$ cat src/design/wlo_div_pipe.sv
// ----------------------------------------------------------------------------
// wlo_div_pipe
// Pipelined unsigned restoring divider, one quotient bit per stage, with a
// valid bit and a sideband vector that travel alongside.
// ----------------------------------------------------------------------------
module wlo_div_pipe #(
  parameter int NUM_W  = 16,
  parameter int DEN_W  = 8,
  parameter int QUO_W  = 8,
  parameter int SIDE_W = 1
) (
  input  logic              clk_i,
  input  logic              rst_ni,
  input  logic              en_i,
  input  logic              valid_i,
  input  logic [NUM_W-1:0]  num_i,
  input  logic [DEN_W-1:0]  den_i,
  input  logic [SIDE_W-1:0] side_i,
  output logic              valid_o,
  output logic [QUO_W-1:0]  quo_o,
  output logic [SIDE_W-1:0] side_o
);

  localparam int RW = (NUM_W > DEN_W + QUO_W) ? NUM_W : DEN_W + QUO_W;

  logic              v_q    [QUO_W];
  logic [QUO_W-1:0]  quo_q  [QUO_W];
  logic [SIDE_W-1:0] side_q [QUO_W];
  logic [RW-1:0]     rem_q  [QUO_W-1];
  logic [DEN_W-1:0]  den_q  [QUO_W-1];

  for (genvar j = 0; j < QUO_W; j++) begin : g_stage
    localparam int B = QUO_W - 1 - j;
    logic              v_in;
    logic [RW-1:0]     rem_in;
    logic [RW-1:0]     dsh;
    logic [QUO_W-1:0]  quo_in;
    logic [DEN_W-1:0]  den_in;
    logic [SIDE_W-1:0] side_in;
    logic              ge;

    if (j == 0) begin : g_first
      assign v_in    = valid_i;
      assign rem_in  = RW'(num_i);
      assign quo_in  = '0;
      assign den_in  = den_i;
      assign side_in = side_i;
    end else begin : g_next
      assign v_in    = v_q[j-1];
      assign rem_in  = rem_q[j-1];
      assign quo_in  = quo_q[j-1];
      assign den_in  = den_q[j-1];
      assign side_in = side_q[j-1];
    end

    assign dsh = RW'(den_in) << B;
    assign ge  = (rem_in >= dsh);

    always_ff @(posedge clk_i or negedge rst_ni) begin
      if (!rst_ni) begin
        v_q[j] <= 1'b0;
      end else if (en_i) begin
        v_q[j] <= v_in;
      end
    end

    always_ff @(posedge clk_i) begin
      if (en_i) begin
        quo_q[j]  <= ge ? (quo_in | (QUO_W'(1) << B)) : quo_in;
        side_q[j] <= side_in;
      end
    end

    if (j < QUO_W - 1) begin : g_carry
      always_ff @(posedge clk_i) begin
        if (en_i) begin
          rem_q[j] <= ge ? (rem_in - dsh) : rem_in;
          den_q[j] <= den_in;
        end
      end
    end
  end

  assign valid_o = v_q[QUO_W-1];
  assign quo_o   = quo_q[QUO_W-1];
  assign side_o  = side_q[QUO_W-1];

endmodule

$ cat config.mk
export PLATFORM = sky130hd
export DESIGN_NAME = wlo_div_pipe
export DESIGN_NICKNAME = d
export VERILOG_FILES = /design/src/design/wlo_div_pipe.sv
export SDC_FILE = /design/constraint.sdc
export NUM_CORES = 1
export LEC_CHECK = 0
export ABC_AREA = 1
export BUFFER_PORTS_ARGS = -buffer_cell sky130_fd_sc_hd__buf_2
export CORE_AREA = 2 2 172 174
export CTS_CLUSTER_SIZE = 20
export DETAILED_ROUTE_END_ITERATION = 6
export DIE_AREA = 0 0 174 176
export HOLD_SLACK_MARGIN = 0.12
export MAX_ROUTING_LAYER = met4
export SLEW_MARGIN = 20
export SYNTH_ARGS = -nofsm -noshare
export SYNTH_HDL_FRONTEND = slang
export SYNTH_SLANG_ARGS = --single-unit
$ cat constraint.sdc
create_clock -name clk_i -period 2.5 [get_ports clk_i]
set_input_delay 0.125 -clock clk_i [delete_from_list [all_inputs] [get_ports clk_i]]
set_output_delay 0.125 -clock clk_i [all_outputs]
set_load 0.02 [all_outputs]
==> results of run 1 <==
report_power, final:
group / leakage (nW) / switching (mW) / internal [mW]
Sequential: 2.14 / 0.338 / 4.86
Combinational: 3.91 / 2.39 / 1.40
Clock: 0.405 / 1.46 / 2.26
Total: 6.46 / 4.20 / 8.52
state kept, by name (all words and copies together) (netlist names):
register,flops
g_stage.v_in,7
den_q,56
side_q,8
quo_q,36
rem_q,112
valid_o,1
routing by layer:
metal / GRT usage, % / part of all wire [%] / vias up
met5: - / 0 / -
met4: 6.83 / 3.8 / 0
met3: 1.98 / 2.9 / 57
met2: 33.0 / 55 / 129
met1: 16.5 / 39 / 3916
li1: - / - / 4533
cell usage in the layout, fill, tap and decap left out, drive strengths merged:
| master | count |
|---|---|
| nor3 | 6 |
| ha | 64 |
| dlygate4sd3 | 31 |
| edfxtp | 212 |
| a21oi | 51 |
| clkinv | 8 |
| inv | 233 |
| nor2 | 113 |
| o21a | 2 |
| bufinv | 4 |
| nand3 | 91 |
| o21bai | 3 |
| a21o | 1 |
| nor4 | 2 |
| xnor2 | 6 |
| and2 | 1 |
| xor2 | 20 |
| nand3b | 5 |
| clkinvlp | 1 |
| fa | 7 |
| buf | 44 |
| a21boi | 1 |
| or2 | 4 |
| nand2 | 459 |
| nand4 | 19 |
| clkbuf | 32 |
| dfrtp | 8 |
| o21ai | 27 |
metrics by stage:
stage	utilization, %	cells
floorplan	-	1340
global placement	45.2	1762
detailed placement	45.2	1762
CTS	49.2	1839
global route	49.2	1839
finish	49.2	1839
cells in the mapped netlist (all sizes together) (6+ instances only):
library cell | count | area (µm²)
a21oi | 51 | 315
dfrtp | 8 | 200
edfxtp | 212 | 6370
fa | 7 | 140
ha | 64 | 801
inv | 232 | 871
nand2 | 459 | 1760
nand3 | 91 | 505
nand4 | 19 | 119
nor2 | 113 | 474
nor3 | 6 | 41.3
o21ai | 27 | 150
xnor2 | 6 | 52.6
xor2 | 20 | 175
how the worst min path moves through the flow:
stage | end | from | slack [ns]
after floorplan | g_stage[1].v_in | rst_ni | -0.17
after global placement | valid_o | rst_ni | -0.03
after detailed placement | g_stage[1].v_in | rst_ni | -0.02
after CTS | side_q[0][0] | side_i | 0.27
after global routing | rem_q[0][2] | num_i[2] | 0.30
final | side_q[0][0] | side_i | 0.31
area by class of cell:
class / instances / area [µm²]
flip-flops and latches: 220 / 6570
repair buffers: 75 / 618
fillers: 2681 / 14500
inverters: 232 / 871
clock inverters: 14 / 183
well taps: 384 / 480
multi-input cells: 882 / 4680
clock buffers: 32 / 652
worst max-delay path, cell delays in order, from the launching register on:
cell and delay [ns]:
edfxtp_1 0.38, ha_1 0.23, fa_1 0.40, o21ai_1 0.26, nand3_1 0.28, nand4_1 0.18, nand2_1 0.06, nand2_1 0.05
inv_1 0.05
cells by family (layout without fill, tap and decap cells):
group,Yosys count,after routing
adders and majority gates,71,71
and+or+nand+nor,700,700
AOI/OAI and AO/OA,85,85
DFF,220,220
buffers and inverters,238,353
xor gates and xnor gates,26,26
==> results_dict.tcl, run 1 <==
set metrics [dict create \
    status "finished clean" \
    synth-adder-area-share_pct 7.72 \
    hold_buffers 31 \
    synthXorXnorAreaFrac_pct 1.87 \
    hold_class "in2reg" \
    clkLatencyLatePin_ns 0.54 \
    fmax_ghz 0.467 \
    cts_buffers 25 \
    syn_area_mm2 0.0122 \
    num_vias 8635 \
    p_leak_nw 6.46 \
    finalMaxSlewViolations 0 \
    power.density_mw_per_mm2 905 \
    dieArea_mm2 0.0306 \
    place.gp.congestion 0.867 \
    startpoint_type "flop" \
    core.rowCount 62 \
    clock_skew_ns 0.0108 \
    routed_wl_um 24000 \
    die_height_um 176 \
    synthMuxAreaShare_pct 0 \
    drv_cap 0 \
    grt-ovfl-total 0 \
    final_min_period_over_clock_period_pct 85.6 \
    max_slew_margin_pct 63.8 \
    coreArea_mm2 0.0285 \
    grt_max_degree 72 \
    yosysWarnings 0 \
    holdWs_ns 0.306 \
    hold_violations 0 \
    cts.path.max_buffers 3 \
    synth_seq_cells 220 \
    setup_viol 0 \
    ctsResizeCount 0 \
    drt_iter0_markers 511 \
    drc 0 \
    place_area_mm2 0.0129 \
    pin_count 39 \
    start_util_pct 42.7 \
    yosysSeqAreaShare_pct 53.9 \
    r2r_start "den_q[3][0]" \
    timing.rr.end "rem_q[4][15]" \
    yosys.area_share.simple_pct 24.5 \
    htree_levels 1 \
    critPathKind "reg2reg" \
    ys_async_sr_fraction_pct 3.64 \
    critPathArrivalTime_ns 2.43 \
    hpwlAfterDp_um 18200 \
    clk_pin_slew_ns 0.06 \
    viasPerCell 4.70 \
    syn_to_final_growth_pct 15.3 \
    setup-tns-final_ns 0 \
    irDropWorstVdd_v 0.000500 \
    place_ws_ns 0.369 \
    final_cell_area_mm2 0.0141 \
    wl_per_cell_um 13.1 \
    cp_max_fo 6 \
    grt_pass1_wl_um 40600 \
    dr.pass1.iters 5 \
    num_antenna_cells 0 \
    final_layout_size_suffix_gt1_share_pct 9.62 \
    grt_pass1_vias 8881 \
    postSynthCellCount 1340 \
    power.total_mw 12.7 \
    crit_end "rem_q[4][15]" \
    fp.dieW_um 174 \
    setup_slack_ns 0.360 \
    synth_edf_count 212 \
    hold_path_depth 2 \
    ff2ff_path_depth 8 \
    portBuffers 38 \
    synth_compound_area_share_pct 4.34 \
    cts.sinks 220 \
    cts_tree "yes" \
    antenna_found_initial 0 \
    worst_pin_slew_ns 0.543 \
    ys.flop_type "edfxtp_1" \
    finalCriticalPeriod_ns 2.14 \
    grt.total_usage_pct 16.7 \
    synth_fp_nets 1440 \
    syn_area_per_cell_um2 9.09 \
    final_net_count 1536 \
    synth_top_family_by_area "simple AND/OR/NAND/NOR gates" \
    crit_start "den_q[3][0]" \
    critPathCaptureType "flop" \
    ant_nets 0 \
    rsz0062_at_grt "false" \
    reg2reg_slack_ns 0.36 \
    required_ns 2.79 \
    synth_cell_types 38 \
    postCtsSetupRepairBufs 0 \
    ctsRootBufferMaster "clkbuf_16" \
]
Power figures use the tool's default switching activity.
==> run 2: changes to the inputs <==
--- a/config.mk
+++ b/config.mk
@@ -5,12 +5,11 @@
 export SDC_FILE = /design/constraint.sdc
 export NUM_CORES = 1
 export LEC_CHECK = 0
-export ABC_AREA = 1
 export BUFFER_PORTS_ARGS = -buffer_cell sky130_fd_sc_hd__buf_2
-export CORE_AREA = 2 2 172 174
+export CORE_AREA = 2 2 162 164
 export CTS_CLUSTER_SIZE = 20
 export DETAILED_ROUTE_END_ITERATION = 6
-export DIE_AREA = 0 0 174 176
+export DIE_AREA = 0 0 164 166
 export HOLD_SLACK_MARGIN = 0.12
 export MAX_ROUTING_LAYER = met4
 export SLEW_MARGIN = 20
==> run 2 against run 1 <==
Setup slack lost 0.31 ns; flip-flop and latch count is the same; sequential power rose by 2%; non-clock buffer count rose by 50; combinational power down 13%; highest routed layer unchanged.
==> results_dict.tcl, run 2 <==
set metrics [dict create \
    drv_cap 0 \
    syn_area_per_cell_um2 13.0 \
    dieArea_mm2 0.0272 \
    power.share.switching_pct 27.9 \
    hold_class "in2reg" \
    cts.path.max_buffers 3 \
    p_comb_share_pct 27.6 \
    synth_edf_count 212 \
    synth_seq_cells 220 \
    min_to "side_q[0][0]" \
    critPathArrivalTime_ns 2.70 \
    htree_levels 1 \
    ff2ff_path_depth 9 \
    synth_area_leaders "edfxtp_1 59%, ha_1 7.4%, mux2_2 3.1%" \
    required_ns 2.75 \
    grt.total_usage_pct 14.2 \
    grt_pass1_wl_um 30900 \
    finalMaxSlewViolations 0 \
    place_ws_ns -0.152 \
    worstHoldStart "side_i" \
    die_height_um 166 \
    pin_count 39 \
    timing.rr.end "rem_q[6][13]" \
    setup_slack_ns 0.0525 \
    synth_area_leader_cell "edfxtp_1" \
    place.gp.congestion 0.786 \
    yosysSeqAreaShare_pct 61.0 \
    clk_pin_slew_ns 0.06 \
    final_common_cell "edfxtp_1" \
    portBuffers 38 \
    dr.pass1.iters 7 \
    seqPwrFrac_pct 44.3 \
    synth_top_cell_area_share_pct 59.1 \
    antenna_found_initial 0 \
    worst_pin_slew_ns 0.582 \
    ys_async_sr_fraction_pct 3.64 \
    reg2reg_slack_ns 0.05 \
    syn_area_mm2 0.0108 \
    clock_skew_ns 0.0139 \
    grt_max_degree 78 \
    p_sw_mw 3.35 \
    ctsRootBufferMaster "clkbuf_16" \
    cts_buffers 24 \
    reg_top3 "rem_q x112, den_q x56, quo_q x36" \
    core.rowCount 59 \
    yosysWarnings 0 \
    synth.top_cells.by_count "212 x edfxtp_1, 80 x inv_1, 68 x nor2_1" \
    final_cell_mix "212 x edfxtp_1, 80 x inv_1, 68 x nor2_1" \
    holdWs_ns 0.321 \
    grt_pass1_vias 6783 \
    num_vias 6596 \
    r2r_start "rem_q[5][1]" \
    clkLatencyLatePin_ns 0.51 \
    start_util_pct 42.0 \
    p_leak_nw 5.09 \
    ant_nets 0 \
    status "finished clean" \
    grt-ovfl-total 0 \
    drt_iter0_markers 300 \
    critPathKind "reg2reg" \
    fp.dieW_um 164 \
    final_layout_size_suffix_gt1_share_pct 20.9 \
    yosysMostFrequentCell "edfxtp_1" \
    routed_wl_um 18200 \
    viasPerCell 4.99 \
    coreArea_mm2 0.0256 \
    cts_tree "yes" \
    fmax_ghz 0.409 \
    met3_usage_pct 2.27 \
    rsz0062_at_grt "true" \
    intPower_mw 8.63 \
    max_slew_margin_pct 61.2 \
    num_antenna_cells 0 \
    largest-register "rem_q" \
    drc 0 \
    largest_reg_flops 112 \
    hold_path_depth 2 \
    critPathCaptureType "flop" \
    irDropWorstVdd_v 0.000559 \
    p_clk_share_pct 28.1 \
    ys.flop_type "edfxtp_1" \
    power.density_mw_per_mm2 917 \
    grt.busiest_layer "met2" \
    hpwlAfterDp_um 12900 \
    postSynthCellCount 827 \
    finalCriticalPeriod_ns 2.45 \
    cp_max_fo 3 \
    synth_fp_nets 927 \
    final_min_period_over_clock_period_pct 97.9 \
    wl_per_cell_um 13.8 \
    final_net_count 1071 \
    gr-usage-met1_pct 15.1 \
    use_met2_pct 26.5 \
    startpoint_type "flop" \
    synth_cell_types 63 \
    syn_to_final_growth_pct 21.3 \
    hold_violations 0 \
    cts.sinks 220 \
    setup_viol 0 \
]
## run 2: cell types whose count changed after synthesis, moves of 11 or more
cell	delta
nand2_1	-414
o21ai_0	+16
inv_1	-147
mux2_2	+30
xnor2_1	+25
nand3_1	-73
nand4_1	-12
nor2_1	-33
nand2b_1	+15
a21oi_1	+17
o21a_1	+11
## run 2: metal layers
metal | wire [µm] | part of all wire [%]
met5 | 0 | 0
met1 | 7190 | 39
met4 | 559 | 3.1
met2 | 9950 | 55
met3 | 529 | 2.9
## run 2: cell families after synthesis
logic type | share of synthesized area (%)
flip-flops | 61.0
AND/OR/NAND/NOR | 9.82
AO/OA/AOI/OAI | 9.43
buffers and inverters | 3.14
adder cells (fa/ha/maj) | 8.74
XOR/XNOR | 4.39
multiplexers | 3.52
## run 2: stage by stage
stage | utilization (%) | instance area, µm² | cells | TNS, ns | total power, mW
2_1_floorplan | - | 10800 | 827 | 0 | 7.52
3_3_place_gp | 45.8 | 11700 | 1241 | -0.226 | 8.32
3_5_place_dp | 45.8 | 11700 | 1241 | -0.683 | 8.40
4_1_cts | 50.4 | 12900 | 1314 | 0 | 11.9
5_1_grt | 51.0 | 13100 | 1321 | -0.239 | 12.7
6_report | 51.0 | 13100 | 1321 | 0 | 12.0
## run 2: cell type report
type | instances | area, µm²
fill | 2185 | 12500
timing repair buffer | 125 | 938
clock buffer | 32 | 651
multi-input combinational | 519 | 4080
tap | 335 | 419
sequential | 220 | 6570
clock inverter | 9 | 104
inverter | 81 | 304
## run 2: worst max path at each step
stage                startpoint      endpoint  cells after the start
floorplan           rem_q[1][5]  rem_q[2][15]                     10
global placement    rem_q[5][7]  rem_q[6][13]                      8
detailed placement  rem_q[5][5]  rem_q[6][15]                      8
CTS                 rem_q[4][7]  rem_q[5][15]                      7
global route        rem_q[4][2]   rem_q[5][7]                      9
finish              rem_q[5][1]  rem_q[6][13]                      9
## run 2: critical path, stage by stage (launching register included)
cell,delay (ns)
edfxtp_1,0.38
inv_1,0.07
ha_2,0.19
fa_2,0.21
nor2b_2,0.05
o31a_1,0.28
o211a_1,0.25
a2111o_1,0.35
nor4_2,0.31
xor2_1,0.10
## run 2: power by group through the flow
stage | logic [mW] | clock network, mW | registers (mW)
CTS | 3.18 | 3.47 | 5.30
detailed placement | 3.04 | 0 | 5.36
global placement | 2.98 | 0 | 5.34
finish | 3.31 | 3.37 | 5.31
floorplan | 2.24 | 0 | 5.28
global route | 3.72 | 3.63 | 5.38
## run 2: timing repair
action | in CTS | in global routing
setup buffers | 2 | 8
cloned | 1 | 0
resized for setup | 16 | 20
endpoints found under the hold margin | 81 | 0
hold buffers | 29 | 0
pin swaps | 3 | 16
setup endpoints to repair | 14 | 37
==> run 3: changes to the inputs <==
--- a/config.mk
+++ b/config.mk
@@ -5,13 +5,15 @@
 export SDC_FILE = /design/constraint.sdc
 export NUM_CORES = 1
 export LEC_CHECK = 0
+export ABC_AREA = 1
 export BUFFER_PORTS_ARGS = -buffer_cell sky130_fd_sc_hd__buf_2
-export CORE_AREA = 2 2 162 164
+export CORE_AREA = 2 2 143 145
 export CTS_CLUSTER_SIZE = 20
 export DETAILED_ROUTE_END_ITERATION = 6
-export DIE_AREA = 0 0 164 166
+export DIE_AREA = 0 0 145 147
 export HOLD_SLACK_MARGIN = 0.12
 export MAX_ROUTING_LAYER = met4
+export PLACE_DENSITY = 0.79
 export SLEW_MARGIN = 20
 export SYNTH_ARGS = -nofsm -noshare
 export SYNTH_HDL_FRONTEND = slang
==> run 3 against run 2 <==
Die area decreased by 22%; critical path depth unchanged; global-route usage increased by 10 points; cell area grew 6.0%; sequential share of layout area is 2.8 points lower; wire length is 36% higher; cell count up 30%; flip-flop and latch count unchanged; via count is 36% higher; clock power up 6.5%; non-clock buffer count down 51; clock skew decreased by 0.0043 ns; highest routed layer unchanged.
==> results_dict.tcl, run 3 (synthesis results as in run 1) <==
set metrics [dict create \
    status "finished clean" \
    final_net_count 1534 \
    rsz0062_at_grt "false" \
    grt_pass1_wl_um 41400 \
    largest-register "rem_q" \
    ant_nets 0 \
    cts_tree "yes" \
    grt_max_degree 68 \
    clock_skew_ns 0.00961 \
    place.gp.congestion 0.880 \
    setup-tns-final_ns 0 \
    ctsResizeCount 0 \
    worst_pin_slew_ns 0.587 \
    critPathCaptureType "flop" \
    multi_input_area_mm2 0.00468 \
    hold_class "in2reg" \
    htree_levels 1 \
    viasPerCell 5.23 \
    p_sw_mw 4.26 \
    antenna_found_initial 0 \
    place_area_mm2 0.0127 \
    seqCellArea_mm2 0.00657 \
    start_util_pct 61.4 \
    startpoint_type "flop" \
    drc 0 \
    drv_cap 0 \
    final_min_period_over_clock_period_pct 89.3 \
    finalMaxSlewViolations 0 \
    seqPwrFrac_pct 41.1 \
    routed_wl_um 24800 \
    hold_buffers 29 \
    finalCriticalPeriod_ns 2.23 \
    fill_cells 1503 \
    syn_to_final_growth_pct 13.6 \
    final_layout_size_suffix_gt1_share_pct 10.1 \
    setup_viol 0 \
    dieArea_mm2 0.0213 \
    critPathArrivalTime_ns 2.51 \
    intPower_mw 8.40 \
    p_leak_nw 6.43 \
    coreArea_mm2 0.0198 \
    die_height_um 147 \
    p_clk_share_pct 28.3 \
    pin_count 39 \
    portBuffers 38 \
    cp_max_fo 6 \
    cts.path.max_buffers 3 \
    clkLatencyLatePin_ns 0.52 \
    largest_reg_flops 112 \
    reg_top3 "rem_q x112, den_q x56, quo_q x36" \
    grt.total_usage_pct 24.6 \
    hpwlAfterDp_um 18400 \
    num_vias 8996 \
    p_comb_share_pct 30.5 \
    final_cell_area_mm2 0.0138 \
    irDropWorstVdd_v 0.000661 \
    fp.dieW_um 145 \
    final_common_cell "nand2_1" \
    cts.sinks 220 \
    postCtsSetupRepairBufs 0 \
    ctsRootBufferMaster "clkbuf_16" \
    hold_violations 0 \
    final_cell_mix "447 x nand2_1, 227 x inv_1, 212 x edfxtp_1" \
    power.density_mw_per_mm2 914 \
    grt_pass1_vias 9307 \
    critPathKind "reg2reg" \
    fmax_ghz 0.448 \
    dr.pass1.iters 5 \
    required_ns 2.78 \
    drt_iter0_markers 384 \
    place_ws_ns 0.299 \
    setup_slack_ns 0.269 \
    max_slew_margin_pct 60.8 \
    power.share.switching_pct 33.7 \
    cts_buffers 24 \
    clk_pin_slew_ns 0.06 \
    num_antenna_cells 0 \
    wl_per_cell_um 14.4 \
    grt-ovfl-total 0 \
    core.rowCount 52 \
]
## run 3: cell type report
class,instances,area share [%]
Tap cell,270,2.44
Timing Repair Buffer,74,4.19
Clock inverter,18,1.32
Sequential cell,220,47.4
Inverter,232,6.29
Multi-Input combinational cell,882,33.8
Clock buffer,25,4.52
## run 3: worst paths after layout
check,startpoint,endpoint,slack [ns],cells past startpoint
min in group asynchronous,rst_ni,g_stage[1].v_in,0.57,3
setup reg to reg,rem_q[3][3],rem_q[4][15],0.27,9
hold reg to reg,quo_q[1][5],quo_q[1][13],0.41,0
hold / removal,side_i,side_q[0][0],0.32,2
setup / recovery,rem_q[3][3],rem_q[4][15],0.27,9
max in group asynchronous,rst_ni,g_stage[6].v_in,1.67,3
## run 3: per-stage QoR
step / hold WS [ns] / instances / util [%] / total power, mW
2_1_floorplan: -0.171 / 1340 / - / 8.10
3_3_place_gp: -0.0295 / 1649 / 64.2 / 8.92
3_5_place_dp: -0.0251 / 1649 / 64.2 / 9.06
4_1_cts: 0.298 / 1721 / 69.8 / 12.7
5_1_grt: 0.310 / 1721 / 69.8 / 13.5
6_report: 0.321 / 1721 / 69.8 / 12.7
## run 3: worst max-delay path, cell delays in order (launching register included)
cell	delay (ns)
edfxtp_1	0.36
inv_1	0.08
ha_1	0.23
fa_1	0.41
o21ai_1	0.28
nand3_1	0.31
nand4_1	0.18
nand2_1	0.06
nand2_1	0.05
inv_1	0.04
## run 3: power groups by stage
stage / clock network (mW) / registers, mW / logic (mW)
floorplan: 0 / 5.16 / 2.94
CTS: 3.64 / 5.21 / 3.85
finish: 3.59 / 5.21 / 3.86
global placement: 0 / 5.26 / 3.67
detailed placement: 0 / 5.28 / 3.78
global route: 3.78 / 5.27 / 4.44
## run 3: per-layer routing
| layer | global-route usage (%) | up-vias | share of wire, % |
|---|---|---|---|
| li1 | - | 4529 | - |
| met1 | 22.7 | 4201 | 36 |
| met2 | 49.9 | 175 | 57 |
| met3 | 3.20 | 91 | 2.7 |
| met4 | 10.9 | 0 | 4.4 |
| met5 | - | - | 0 |
